## config.mk

```make
export PLATFORM = sky130hd
export DESIGN_NAME = hue_to_rgb_led_pulse_encoder
export DESIGN_NICKNAME = d
export VERILOG_FILES = /design/src/rtl/h2rgb_pkg.sv /design/src/rtl/h2rgb_front.sv /design/src/rtl/h2rgb_fifo.sv /design/src/rtl/h2rgb_serial.sv /design/src/rtl/hue_to_rgb_led_pulse_encoder.sv
export SDC_FILE = /design/constraint.sdc
export NUM_CORES = 1
export LEC_CHECK = 0
export BUFFER_PORTS_ARGS = -buffer_cell sky130_fd_sc_hd__buf_2
export CAP_MARGIN = 20
export CORE_MARGIN = 10
export CORE_UTILIZATION = 63
export CTS_CLUSTER_SIZE = 25
export DETAILED_ROUTE_END_ITERATION = 6
export GPL_TIMING_DRIVEN = 1
export PLACE_DENSITY_LB_ADDON = 0.2
export SYNTH_ARGS = -nofsm -noshare
export SYNTH_HDL_FRONTEND = slang
export SYNTH_HIERARCHICAL = 1
export SYNTH_SLANG_ARGS = --single-unit
```

## constraint.sdc

```tcl
create_clock -name clk -period 8.9 [get_ports clk]
set_input_delay 0.445 -clock clk [delete_from_list [all_inputs] [get_ports clk]]
set_output_delay 0.445 -clock clk [all_outputs]
set_load 0.01 [all_outputs]
```

## src/rtl/h2rgb_pkg.sv

```systemverilog
// shared types and constants for the hue to led pulse encoder
`timescale 1ns / 1ps

package h2rgb_pkg;

  // led word queue between the color front and the pulse serializer
  localparam int unsigned QDEPTH = 4;
  localparam int unsigned QPTR_W = $clog2(QDEPTH);
  localparam int unsigned CNT_W  = $clog2(QDEPTH + 1);

  // pulse slots per led
  localparam int unsigned BITS_PER_LED = 24;
  localparam int unsigned SLOT_W       = $clog2(BITS_PER_LED);

  localparam int unsigned HUE_W   = 9;
  localparam int unsigned BRIGHT_W = 9;
  localparam int unsigned CODE_W  = 16;

  localparam logic [HUE_W-1:0] HUE_LIMIT = 9'd360;
  localparam logic [5:0]       SEXT_SPAN = 6'd60;

  localparam logic [BRIGHT_W-1:0] BRIGHT_RESET = 9'd51;

  typedef enum logic [1:0] {
    REG_BRIGHTNESS = 2'd0,
    REG_ONE_CODE   = 2'd1,
    REG_ZERO_CODE  = 2'd2
  } cfg_reg_t;

  typedef enum logic [2:0] {
    SEXT_R_FULL_G_UP   = 3'd0,
    SEXT_G_FULL_R_DOWN = 3'd1,
    SEXT_G_FULL_B_UP   = 3'd2,
    SEXT_B_FULL_G_DOWN = 3'd3,
    SEXT_B_FULL_R_UP   = 3'd4,
    SEXT_R_FULL_B_DOWN = 3'd5
  } sextant_t;

  // color in wire order: green, red, blue
  typedef struct packed {
    logic [7:0] g;
    logic [7:0] r;
    logic [7:0] b;
  } grb_t;

  typedef struct packed {
    grb_t color;
    logic last_frame;
  } led_word_t;

  typedef struct packed {
    logic empty;
    logic full;
  } fifo_status_t;

  function automatic logic [7:0] sat8(input logic [8:0] v);
    logic [7:0] res;
    res = v[8] ? 8'hff : v[7:0];
    return res;
  endfunction

endpackage

```

## src/rtl/h2rgb_front.sv

```systemverilog
// color front: takes hues, builds the grb color and keeps the per-led color store
`timescale 1ns / 1ps

module h2rgb_front #(
  parameter int unsigned NUM_LEDS = 8
) (
  input  logic                                clk,
  input  logic                                rst,
  input  logic                                in_valid,
  output logic                                in_ready,
  input  logic [h2rgb_pkg::HUE_W-1:0]         hue,
  input  logic [h2rgb_pkg::BRIGHT_W-1:0]      brightness,
  input  logic                                pop,
  output logic                                push,
  output h2rgb_pkg::led_word_t                push_word
);

  localparam int unsigned POS_W = (NUM_LEDS > 1) ? $clog2(NUM_LEDS) : 1;
  localparam logic [POS_W-1:0] LAST_POS = POS_W'(NUM_LEDS - 1);

  // credits cover every item from acceptance until the serializer pops it
  logic [h2rgb_pkg::CNT_W-1:0] credit_cnt;
  logic [h2rgb_pkg::CNT_W-1:0] credit_cnt_next;
  logic                        accept;

  logic [POS_W-1:0] led_pos;

  // stage 1: captured item
  logic                        s1_valid;
  logic [h2rgb_pkg::HUE_W-1:0] s1_hue;
  logic [POS_W-1:0]            s1_pos;
  logic                        s1_last;

  // stage 2: sextant and products
  logic                        s2_valid;
  logic [POS_W-1:0]            s2_pos;
  logic                        s2_last;
  logic                        s2_in_range;
  h2rgb_pkg::sextant_t         s2_sext;
  logic [18:0]                 s2_up_p;
  logic [18:0]                 s2_down_p;
  logic [16:0]                 s2_full_p;

  h2rgb_pkg::sextant_t         sext;
  logic [h2rgb_pkg::HUE_W-1:0] sext_start;
  logic [5:0]                  frac;
  logic [5:0]                  frac_down;
  logic [9:0]                  up_lin;
  logic [9:0]                  down_lin;
  logic [18:0]                 up_p;
  logic [18:0]                 down_p;
  logic [16:0]                 full_p;

  // stage 3: store access
  logic [7:0]       lvl_up;
  logic [7:0]       lvl_down;
  logic [7:0]       lvl_full;
  h2rgb_pkg::grb_t  new_color;

  logic [23:0]      color_mem [NUM_LEDS];
  logic [NUM_LEDS-1:0] led_written;

  logic             s3_valid;
  logic             s3_new;
  logic             s3_hit;
  logic             s3_last;
  h2rgb_pkg::grb_t  s3_color;
  logic [23:0]      rd_color;

  assign in_ready = credit_cnt < h2rgb_pkg::CNT_W'(h2rgb_pkg::QDEPTH);
  assign accept   = in_valid && in_ready;

  always_comb begin
    case ({accept, pop})
      2'b10:   credit_cnt_next = credit_cnt + 1'b1;
      2'b01:   credit_cnt_next = credit_cnt - 1'b1;
      default: credit_cnt_next = credit_cnt;
    endcase
  end

  always_ff @(posedge clk) begin
    if (rst) begin
      credit_cnt <= '0;
      led_pos    <= '0;
      s1_valid   <= 1'b0;
      s2_valid   <= 1'b0;
      s3_valid   <= 1'b0;
    end else begin
      credit_cnt <= credit_cnt_next;
      if (accept) begin
        led_pos <= (led_pos == LAST_POS) ? '0 : led_pos + 1'b1;
      end
      s1_valid <= accept;
      s2_valid <= s1_valid;
      s3_valid <= s2_valid;
    end
  end

  always_ff @(posedge clk) begin
    if (accept) begin
      s1_hue  <= hue;
      s1_pos  <= led_pos;
      s1_last <= (led_pos == LAST_POS);
    end
  end

  // sextant search and channel products
  always_comb begin
    if (s1_hue >= 9'd300) begin
      sext = h2rgb_pkg::SEXT_R_FULL_B_DOWN;
      sext_start = 9'd300;
    end else if (s1_hue >= 9'd240) begin
      sext = h2rgb_pkg::SEXT_B_FULL_R_UP;
      sext_start = 9'd240;
    end else if (s1_hue >= 9'd180) begin
      sext = h2rgb_pkg::SEXT_B_FULL_G_DOWN;
      sext_start = 9'd180;
    end else if (s1_hue >= 9'd120) begin
      sext = h2rgb_pkg::SEXT_G_FULL_B_UP;
      sext_start = 9'd120;
    end else if (s1_hue >= 9'd60) begin
      sext = h2rgb_pkg::SEXT_G_FULL_R_DOWN;
      sext_start = 9'd60;
    end else begin
      sext = h2rgb_pkg::SEXT_R_FULL_G_UP;
      sext_start = 9'd0;
    end
    frac      = 6'(s1_hue - sext_start);
    frac_down = h2rgb_pkg::SEXT_SPAN - frac;
    // 255 * f * b / 15360 equals 17 * f * b / 1024
    up_lin    = {frac, 4'b0} + {4'b0, frac};
    down_lin  = {frac_down, 4'b0} + {4'b0, frac_down};
    up_p      = {9'b0, up_lin} * {10'b0, brightness};
    down_p    = {9'b0, down_lin} * {10'b0, brightness};
    full_p    = {brightness, 8'b0} - {8'b0, brightness};
  end

  always_ff @(posedge clk) begin
    if (s1_valid) begin
      s2_pos      <= s1_pos;
      s2_last     <= s1_last;
      s2_in_range <= s1_hue < h2rgb_pkg::HUE_LIMIT;
      s2_sext     <= sext;
      s2_up_p     <= up_p;
      s2_down_p   <= down_p;
      s2_full_p   <= full_p;
    end
  end

  always_comb begin
    lvl_up   = h2rgb_pkg::sat8(s2_up_p[18:10]);
    lvl_down = h2rgb_pkg::sat8(s2_down_p[18:10]);
    lvl_full = h2rgb_pkg::sat8(s2_full_p[16:8]);
    new_color = '0;
    case (s2_sext)
      h2rgb_pkg::SEXT_R_FULL_G_UP: begin
        new_color.r = lvl_full;
        new_color.g = lvl_up;
      end
      h2rgb_pkg::SEXT_G_FULL_R_DOWN: begin
        new_color.r = lvl_down;
        new_color.g = lvl_full;
      end
      h2rgb_pkg::SEXT_G_FULL_B_UP: begin
        new_color.g = lvl_full;
        new_color.b = lvl_up;
      end
      h2rgb_pkg::SEXT_B_FULL_G_DOWN: begin
        new_color.g = lvl_down;
        new_color.b = lvl_full;
      end
      h2rgb_pkg::SEXT_B_FULL_R_UP: begin
        new_color.r = lvl_up;
        new_color.b = lvl_full;
      end
      default: begin
        new_color.r = lvl_full;
        new_color.b = lvl_down;
      end
    endcase
  end

  // read and write of an item happen in the same stage, so a later item
  // for the same led always sees the earlier write
  always_ff @(posedge clk) begin
    if (s2_valid) begin
      if (s2_in_range) begin
        color_mem[s2_pos] <= new_color;
      end else begin
        rd_color <= color_mem[s2_pos];
      end
    end
  end

  always_ff @(posedge clk) begin
    if (rst) begin
      led_written <= '0;
    end else if (s2_valid && s2_in_range) begin
      led_written[s2_pos] <= 1'b1;
    end
  end

  always_ff @(posedge clk) begin
    if (s2_valid) begin
      s3_new   <= s2_in_range;
      s3_hit   <= led_written[s2_pos];
      s3_last  <= s2_last;
      s3_color <= new_color;
    end
  end

  assign push = s3_valid;

  always_comb begin
    push_word.last_frame = s3_last;
    if (s3_new) begin
      push_word.color = s3_color;
    end else if (s3_hit) begin
      push_word.color = rd_color;
    end else begin
      push_word.color = '0;
    end
  end

endmodule

```

## src/rtl/h2rgb_fifo.sv

```systemverilog
// short led word queue between front and serializer
`timescale 1ns / 1ps

module h2rgb_fifo (
  input  logic                    clk,
  input  logic                    rst,
  input  logic                    push,
  input  h2rgb_pkg::led_word_t    push_word,
  input  logic                    pop,
  output h2rgb_pkg::led_word_t    head,
  output h2rgb_pkg::fifo_status_t status
);

  h2rgb_pkg::led_word_t               slots [h2rgb_pkg::QDEPTH];
  logic [h2rgb_pkg::QPTR_W-1:0]       wr_ptr;
  logic [h2rgb_pkg::QPTR_W-1:0]       rd_ptr;
  logic [h2rgb_pkg::CNT_W-1:0]        count;

  assign head         = slots[rd_ptr];
  assign status.empty = (count == '0);
  assign status.full  = (count == h2rgb_pkg::CNT_W'(h2rgb_pkg::QDEPTH));

  always_ff @(posedge clk) begin
    if (rst) begin
      wr_ptr <= '0;
      rd_ptr <= '0;
      count  <= '0;
    end else begin
      if (push) begin
        wr_ptr <= wr_ptr + 1'b1;
      end
      if (pop) begin
        rd_ptr <= rd_ptr + 1'b1;
      end
      case ({push, pop})
        2'b10:   count <= count + 1'b1;
        2'b01:   count <= count - 1'b1;
        default: count <= count;
      endcase
    end
  end

  always_ff @(posedge clk) begin
    if (push) begin
      slots[wr_ptr] <= push_word;
    end
  end

endmodule

```

## src/rtl/h2rgb_serial.sv

```systemverilog
// pulse serializer: shifts a grb word out as 24 compare codes, msb first
`timescale 1ns / 1ps

module h2rgb_serial (
  input  logic                           clk,
  input  logic                           rst,
  input  h2rgb_pkg::fifo_status_t        q_status,
  input  h2rgb_pkg::led_word_t           q_head,
  output logic                           pop,
  input  logic [h2rgb_pkg::CODE_W-1:0]   one_bit_code,
  input  logic [h2rgb_pkg::CODE_W-1:0]   zero_bit_code,
  output logic                           out_valid,
  input  logic                           out_ready,
  output logic [h2rgb_pkg::CODE_W-1:0]   pulse_code,
  output logic                           last_of_led,
  output logic                           last_of_frame
);

  logic                          busy;
  logic [23:0]                   shreg;
  logic [h2rgb_pkg::SLOT_W-1:0]  bit_cnt;
  logic                          frame_flag;
  logic                          slot_free;
  logic                          emit;
  logic                          final_bit;

  assign slot_free = !out_valid || out_ready;
  assign emit      = busy && slot_free;
  assign final_bit = (bit_cnt == h2rgb_pkg::SLOT_W'(h2rgb_pkg::BITS_PER_LED - 1));
  // next word loads in the same cycle the last slot goes out
  assign pop       = !q_status.empty && (!busy || (emit && final_bit));

  always_ff @(posedge clk) begin
    if (rst) begin
      busy      <= 1'b0;
      out_valid <= 1'b0;
    end else begin
      if (pop) begin
        busy <= 1'b1;
      end else if (emit && final_bit) begin
        busy <= 1'b0;
      end
      if (emit) begin
        out_valid <= 1'b1;
      end else if (out_ready) begin
        out_valid <= 1'b0;
      end
    end
  end

  always_ff @(posedge clk) begin
    if (pop) begin
      shreg      <= q_head.color;
      bit_cnt    <= '0;
      frame_flag <= q_head.last_frame;
    end else if (emit) begin
      shreg   <= {shreg[22:0], 1'b0};
      bit_cnt <= bit_cnt + 1'b1;
    end
    if (emit) begin
      pulse_code    <= shreg[23] ? one_bit_code : zero_bit_code;
      last_of_led   <= final_bit;
      last_of_frame <= final_bit && frame_flag;
    end
  end

endmodule

```

## src/rtl/hue_to_rgb_led_pulse_encoder.sv

```systemverilog
// top level: hue to grb led pulse code encoder with config registers
//
//   channel   signals                                    direction
//   config    cfg_we, cfg_index, cfg_data                in, write only
//   hue in    in_valid, in_ready, hue                    in, valid/ready
//   pulse out out_valid, out_ready, pulse_code,
//             last_of_led, last_of_frame                 out, valid/ready
//
// each item yields 24 pulse codes, one per cycle when out_ready stays high,
// so the sustained hue rate is set by the serializer
// an accepted item passes the 3 front stages, the queue, the serializer shift
// register and the output register before its first code appears
// in_ready drops once 4 items are accepted but not yet taken by the serializer
// reset is synchronous; the per-led written flags all clear at once, no
// clearing pass
`timescale 1ns / 1ps

module hue_to_rgb_led_pulse_encoder #(
  parameter int unsigned NUM_LEDS = 8
) (
  input  logic                          clk,
  input  logic                          rst,
  // config write port
  input  logic                          cfg_we,
  input  logic [1:0]                    cfg_index,
  input  logic [h2rgb_pkg::CODE_W-1:0]  cfg_data,
  // hue items
  input  logic                          in_valid,
  output logic                          in_ready,
  input  logic [h2rgb_pkg::HUE_W-1:0]   hue,
  // pulse code items
  output logic                          out_valid,
  input  logic                          out_ready,
  output logic [h2rgb_pkg::CODE_W-1:0]  pulse_code,
  output logic                          last_of_led,
  output logic                          last_of_frame
);

  // config registers
  logic [h2rgb_pkg::BRIGHT_W-1:0] brightness;
  logic [h2rgb_pkg::CODE_W-1:0]   one_bit_code;
  logic [h2rgb_pkg::CODE_W-1:0]   zero_bit_code;

  // front to queue to serializer
  logic                    q_push;
  h2rgb_pkg::led_word_t    q_push_word;
  logic                    q_pop;
  h2rgb_pkg::led_word_t    q_head;
  h2rgb_pkg::fifo_status_t q_status;

  // writes beyond the register list are dropped
  always_ff @(posedge clk) begin
    if (rst) begin
      brightness    <= h2rgb_pkg::BRIGHT_RESET;
      one_bit_code  <= '0;
      zero_bit_code <= '0;
    end else if (cfg_we) begin
      case (h2rgb_pkg::cfg_reg_t'(cfg_index))
        h2rgb_pkg::REG_BRIGHTNESS: brightness    <= cfg_data[h2rgb_pkg::BRIGHT_W-1:0];
        h2rgb_pkg::REG_ONE_CODE:   one_bit_code  <= cfg_data;
        h2rgb_pkg::REG_ZERO_CODE:  zero_bit_code <= cfg_data;
        default: ;
      endcase
    end
  end

  // front: sextant, scaling, color store, credit count
  h2rgb_front #(
    .NUM_LEDS (NUM_LEDS)
  ) u_front (
    .clk        (clk),
    .rst        (rst),
    .in_valid   (in_valid),
    .in_ready   (in_ready),
    .hue        (hue),
    .brightness (brightness),
    .pop        (q_pop),
    .push       (q_push),
    .push_word  (q_push_word)
  );

  // queue of finished led words
  h2rgb_fifo u_fifo (
    .clk       (clk),
    .rst       (rst),
    .push      (q_push),
    .push_word (q_push_word),
    .pop       (q_pop),
    .head      (q_head),
    .status    (q_status)
  );

  // back: one pulse code per cycle while out_ready stays high
  h2rgb_serial u_serial (
    .clk           (clk),
    .rst           (rst),
    .q_status      (q_status),
    .q_head        (q_head),
    .pop           (q_pop),
    .one_bit_code  (one_bit_code),
    .zero_bit_code (zero_bit_code),
    .out_valid     (out_valid),
    .out_ready     (out_ready),
    .pulse_code    (pulse_code),
    .last_of_led   (last_of_led),
    .last_of_frame (last_of_frame)
  );

`ifndef NO_ASSERTIONS
  // credits must keep the queue from overflowing
  a_no_push_full: assert property (@(posedge clk) disable iff (rst)
    !(q_push && q_status.full))
    else $error("led word pushed into full queue");

  a_no_pop_empty: assert property (@(posedge clk) disable iff (rst)
    q_pop |-> !q_status.empty)
    else $error("led word popped from empty queue");

  a_frame_end_on_led_end: assert property (@(posedge clk) disable iff (rst)
    (out_valid && last_of_frame) |-> last_of_led)
    else $error("frame end flagged off an led boundary");
`endif

endmodule

```

==> summary.txt, run 1 <==
Status
  – Status: complete, no violations

Clock tree
  – H-tree depth: 2
  – CTS Root Cell: clkbuf_16
  – Clk slew on worst S/H paths: 0.06 ns
  – CTS Buf Count: 50
  – CTS resizes: 0
  – CTS Buffer Depth: 3
  – CTS tree: done
  – Clk sinks: 508
  – Hold Buf Count CTS: 0
  – Clk_lat worst skew: 0.59 ns
  – Post-CTS Setup Repair Bufs: 0

Worst setup path
  – CP required: 9.23 ns
  – Worst Setup Path Type: flop to flop
  – CP arrival: 8.55 ns
  – Crit end category: flop
  – R2R depth: 26
  – Reg-to-reg critical path endpoint: u_front/s2_down_p[18]
  – R2r setup slk: 0.68 ns
  – Crit-path max FO: 14
  – R2R Path Start: u_front/s1_hue[3]
  – Critical path startpoint category: flop

Place
  – IO Port Bufs: 51
  – Hpwl dp: 34000 um
  – Cell Area, Placed: 26200 um^2
  – Placer Congestion: 0.861

Min path
  – Worst hold path type: input port to flop
  – WHS Endpoint: u_front/s1_hue[0]
  – Min-Delay Path Depth: 1
  – Worst hold start: hue[0]

Routing
  – Pre-Repair DR Iteration Count: 6
  – Vias: 15300
  – Average wire per standard cell: 21.7 um
  – WL final: 54100 um
  – Initial drt markers: 1507
  – Vias per cell: 6.11
  – DR DRC count: 0
  – Routed Antenna Nets: 0

Timing
  – WHS: 0.0311 ns
  – Post-route clock period utilization: 0.924
  – Post-Route Skew: 0.0139 ns
  – Post-layout min period: 8.22 ns
  – Relative slew slack: 0.254
  – Final Hold Vio Count: 0
  – Slew @ Worst Pin: 1.12 ns
  – # setup viols final: 0
  – RSZ-0062 raised after global routing: no
  – Max Fclk: 0.122 GHz
  – Pins Over Slew Limit: 0
  – Setup_tns: 0 ns

Global route
  – Final global-route overflow total: 0
  – Vias in the first global route: 15600
  – Gr usage total: 0.219
  – Pin count of the biggest net entering global routing: 89
  – Initial antenna violation count: 0
  – First-pass GRT wire length: 86700 um

Logic synthesis
  – Syn nets: 2147
  – Average size of a mapped cell: 13.4 um^2
  – Mapped cell area: 25600 um^2
  – Ys Warns: 6
  – Gate Count Post-Synth: 1910

Cells and area
  – Final Instance Area: 27800 um^2
  – Syn-to-layout area delta: 8.86%
  – # fillers: 2647
  – Ratio of cells with drive above 1 in the final layout: 0.123
  – Ant. Diodes: 0
  – Fin nets: 2175

Floorplan
  – Row cnt: 73
  – Die Y: 221 um
  – Core area: 39900 um^2
  – # IOs: 52
  – Die outline width: 221 um
  – Initial Utilization: 0.640
  – Full die area: 49000 um^2

Job
  – Max Cap Viol: 0
[per-stage QoR]
stage          utilization  worst slack (ns)  std cells
4_1_cts              0.697             0.711       2498
3_5_place_dp         0.658             0.726       2410
2_1_floorplan            -              1.51       1910
6_report             0.697             0.675       2499
3_3_place_gp         0.657              1.01       2409
5_1_grt              0.697             0.167       2499
[how the worst max path moves through the flow]
| stage | start | end | slack, ns | depth (start not counted) |
|---|---|---|---|---|
| floorplan | u_front/s1_hue[3] | u_front/s2_down_p[17] | 1.51 | 29 |
| global placement | u_front/s1_hue[3] | u_front/s2_down_p[18] | 1.01 | 29 |
| detailed placement | u_front/s1_hue[3] | u_front/s2_down_p[18] | 0.73 | 26 |
| CTS | u_front/s1_hue[3] | u_front/s2_down_p[18] | 0.71 | 26 |
| global route | u_front/s1_hue[3] | u_front/s2_down_p[18] | 0.17 | 26 |
| finish | u_front/s1_hue[3] | u_front/s2_down_p[18] | 0.68 | 26 |
[flip-flops by register name, summed over array words and instances, names as in the netlist, 3 cells and up, named ones only]
| name | count |
|---|---|
| brightness | 9 |
| one_bit_code | 16 |
| u_fifo/count | 3 |
| u_fifo/slots | 100 |
| u_front/color_mem | 192 |
| u_front/credit_cnt | 3 |
| u_front/led_pos | 3 |
| u_front/led_written | 8 |
| u_front/rd_color | 24 |
| u_front/s1_hue | 9 |
| u_front/s1_pos | 3 |
| u_front/s2_down_p | 9 |
| u_front/s2_full_p | 9 |
| u_front/s2_pos | 3 |
| u_front/s2_sext | 3 |
| u_front/s2_up_p | 9 |
| u_front/s3_color | 24 |
| u_serial/bit_cnt | 5 |
| u_serial/pulse_code | 16 |
| u_serial/shreg | 24 |
| zero_bit_code | 16 |
[cells in the final DEF, fill, tap and decap left out, drive strengths merged, types with 12 or more instances in the layout]
master	count
nand3	12
mux2i	45
a21oi	47
nand2	92
ha	88
xor2	17
clkbuf	61
a22oi	102
o211ai	13
o21ai	100
fa	117
clkinv	18
nor3	22
nand2b	76
buf	83
a22o	23
mux4	25
nand4	27
and3	16
dfxtp	74
mux2	39
inv	148
edfxtp	434
xnor2	23
nor2	99
and2	66
a211oi	12
nor2b	16
[worst max-delay path, cell delays in order (launching register included)]
cell	delay (ns)
edfxtp_1	0.51
a21oi_1	0.19
nor2b_1	0.06
o31ai_1	0.36
o21ai_0	0.16
ha_1	0.24
fa_1	0.43
buf_4	0.19
or3_1	0.40
a21oi_1	0.16
o21ai_0	0.16
and2_1	0.22
fa_1	0.46
xor2_1	0.55
nand2_1	0.19
fa_1	0.54
fa_1	0.51
inv_1	0.05
fa_1	0.47
fa_1	0.49
ha_1	0.29
o211ai_1	0.08
o21ai_0	0.35
nand2_1	0.15
o311ai_0	0.41
o211ai_1	0.18
xnor2_1	0.16
[routing by layer]
metal / share of wire / global-route usage / up-vias
met5: 0 / 0 / -
met4: 0.018 / 0.0577 / 0
met3: 0.066 / 0.0364 / 84
met2: 0.49 / 0.362 / 537
met1: 0.43 / 0.297 / 7684
li1: - / - / 6965
[layout make-up]
cell class	count	area, um^2	share of cell area
Clock inverter	28	251	0.00904
Sequential cell	508	14500	0.522
Timing Repair Buffer	84	523	0.0188
Inverter	146	548	0.0197
Clock buffer	60	1310	0.0471
Multi-Input combinational cell	1148	10000	0.360
Tap cell	525	657	0.0236
Power of run 1 is left out: the tool's default activity adds up to more than one toggle a clock period on the data nets, which glitch-free logic cannot reach.
==> inputs of run 2 (changes only) <==
--- a/config.mk
+++ b/config.mk
@@ -13,6 +13,7 @@
 export DETAILED_ROUTE_END_ITERATION = 6
 export GPL_TIMING_DRIVEN = 1
 export PLACE_DENSITY_LB_ADDON = 0.2
+export RECOVER_POWER = 50
 export SYNTH_ARGS = -nofsm -noshare
 export SYNTH_HDL_FRONTEND = slang
 export SYNTH_HIERARCHICAL = 1
==> summary.txt, run 2 (synthesis gave the netlist of run 1 again) <==
Floorplan
  – Initial Utilization: 0.640 (unchanged)
  – Core area: 39900 um^2 (unchanged)
  – Full die area: 49000 um^2 (unchanged)
  – Row cnt: 73 (unchanged)
  – Die outline width: 221 um (unchanged)
  – Die Y: 221 um (unchanged)
  – # IOs: 52 (unchanged)

Cells and area
  – Ant. Diodes: 0 (unchanged)
  – Final Instance Area: 27700 um^2 (-0.29%)
  – Largest register FFs: 192 (unchanged)
  – # fillers: 2674 (+1.0%)
  – Commonest non-fill, non-tap cell in the layout: edfxtp_1
  – Fin nets: 2175 (unchanged)
  – Ratio of cells with drive above 1 in the final layout: 0.106 (-0.0167)
  – Most frequent cells in the layout: 434 x edfxtp_1, 146 x inv_1, 117 x fa_1
  – Top Registers: u_front/color_mem (192), u_fifo/slots (100)
  – Syn-to-layout area delta: 8.55%
  – Top reg by flops: u_front/color_mem

Worst setup path
  – CP arrival: 8.54 ns (about the same)
  – CP required: 9.23 ns (about the same)
  – R2R Path Start: u_front/s1_hue[3]
  – Slowest-stage cell, CP: xor2_1
  – Critical Path Start: u_front/s1_hue[3]
  – R2R depth: 26 (unchanged)
  – CP max stage delay: 0.54 ns (about the same)
  – R2r setup slk: 0.69 ns (about the same)
  – Critical Path Most Common Cell: fa_1
  – Crit end category: flop
  – Crit-path max FO: 14 (unchanged)
  – Worst Setup Path Type: flop to flop
  – Reg-to-reg critical path endpoint: u_front/s2_down_p[18]
  – CP endpoint: u_front/s2_down_p[18]
  – Critical path startpoint category: flop

Global route
  – Initial antenna violation count: 0 (unchanged)
  – Most Crowded Layer GR: met2
  – First-pass GRT wire length: 86700 um (unchanged)
  – GR Layer Usage met2: 0.362 (unchanged)
  – Global-route met3 utilization: 0.0364 (unchanged)
  – Gr usage total: 0.219 (unchanged)
  – Pin count of the biggest net entering global routing: 89 (unchanged)
  – Final global-route overflow total: 0 (unchanged)
  – Vias in the first global route: 15600 (unchanged)
  – Met1 GRT Util: 0.297 (unchanged)

Timing
  – Slew @ Worst Pin: 3.38 ns (+2.26 ns)
  – Pins Over Slew Limit: 399 (+399)
  – Final Hold Vio Count: 0 (unchanged)
  – # setup viols final: 0 (unchanged)
  – Relative slew slack: -1.25 (-1.50)
  – Post-route clock period utilization: 0.923 (-0.00133)
  – RSZ-0062 raised after global routing: no
  – Post-layout min period: 8.21 ns (-0.0118 ns)
  – Post-Route Skew: 0.0152 ns (+0.00127 ns)
  – Max Fclk: 0.122 GHz (+0.14%)
  – Setup_tns: 0 ns (unchanged)

Routing
  – Average wire per standard cell: 21.7 um (about the same)
  – Vias per cell: 6.09 (-0.29%)
  – Pre-Repair DR Iteration Count: 7 (+1)
  – Routed Antenna Nets: 0 (unchanged)
  – Initial drt markers: 1494 (-0.86%)
  – DR DRC count: 2 (+2)
  – WL final: 54200 um (about the same)
  – Vias: 15200 (-0.29%)

Clock tree
  – CTS Root Cell: clkbuf_16
  – CTS Buffer Depth: 3 (unchanged)
  – CTS tree: done
  – CTS resizes: 0 (unchanged)
  – CTS Buf Count: 50 (unchanged)
  – Post-CTS Setup Repair Bufs: 0 (unchanged)
  – Clk slew on worst S/H paths: 0.06 ns (about the same)
  – Clk_lat worst skew: 0.59 ns (about the same)
  – Clk sinks: 508 (unchanged)
  – Hold Buf Count CTS: 0 (unchanged)
  – H-tree depth: 2 (unchanged)

Place
  – Hpwl dp: 34000 um (unchanged)
  – Placer Congestion: 0.861 (unchanged)
  – IO Port Bufs: 51 (unchanged)
  – Cell Area, Placed: 26200 um^2 (unchanged)

Status
  – Status: finished with violations
  – Failing checks: design-rule violations, max-capacitance violations, max-slew violations

Min path
  – Worst hold path type: input port to flop

Job
  – Max Cap Viol: 13 (+13)
-- run 2: routing by layer --
metal,part of all wire,up-vias
li1,-,6965
met1,0.42,7651
met4,0.018,0
met3,0.072,75
met2,0.49,535
met5,0,-
-- run 2: per-stage QoR --
stage / worst slack, ns / hold WS, ns / cells / util
after floorplan: 1.51 / 0.400 / 1910 / -
after global placement: 1.01 / 0.405 / 2409 / 0.657
after detailed placement: 0.726 / 0.411 / 2410 / 0.658
after CTS: 0.711 / 0.00420 / 2498 / 0.697
after global routing: 0.167 / 0.0144 / 2499 / 0.695
final: 0.687 / 0.0306 / 2499 / 0.695
-- run 2: worst min path at each step --
| stage | start | end | slack [ns] | depth (start not counted) |
|---|---|---|---|---|
| 2_1_floorplan | u_front/s1_last | u_front/s2_last | 0.40 | 0 |
| 3_3_place_gp | u_front/s1_pos[1] | u_front/s2_pos[1] | 0.41 | 0 |
| 3_5_place_dp | u_front/s1_pos[0] | u_front/s2_pos[0] | 0.41 | 0 |
| 4_1_cts | hue[0] | u_front/s1_hue[0] | 0.004 | 1 |
| 5_1_grt | hue[0] | u_front/s1_hue[0] | 0.01 | 1 |
| 6_report | hue[0] | u_front/s1_hue[0] | 0.03 | 1 |
-- run 2: area by class of cell --
type / instances / area, um^2 / share of cell area
multi-input cells: 1148 / 10000 / 0.360
well taps: 525 / 657 / 0.0237
clock buffers: 60 / 1310 / 0.0472
repair buffers: 84 / 457 / 0.0165
flip-flops and latches: 508 / 14500 / 0.523
clock inverters: 28 / 251 / 0.00907
inverters: 146 / 548 / 0.0198
-- run 2: critical path: cells and delay by family (launching register included) --
family	cells	cell delay, ns
AND/OR/NAND/NOR	5	1.02
adder cells (fa/ha/maj)	8	3.43
flip-flops	1	0.51
XOR/XNOR	2	0.70
AO/OA/AOI/OAI	9	2.05
buffers and inverters	2	0.24
Power of run 2 is left out for the same reason.
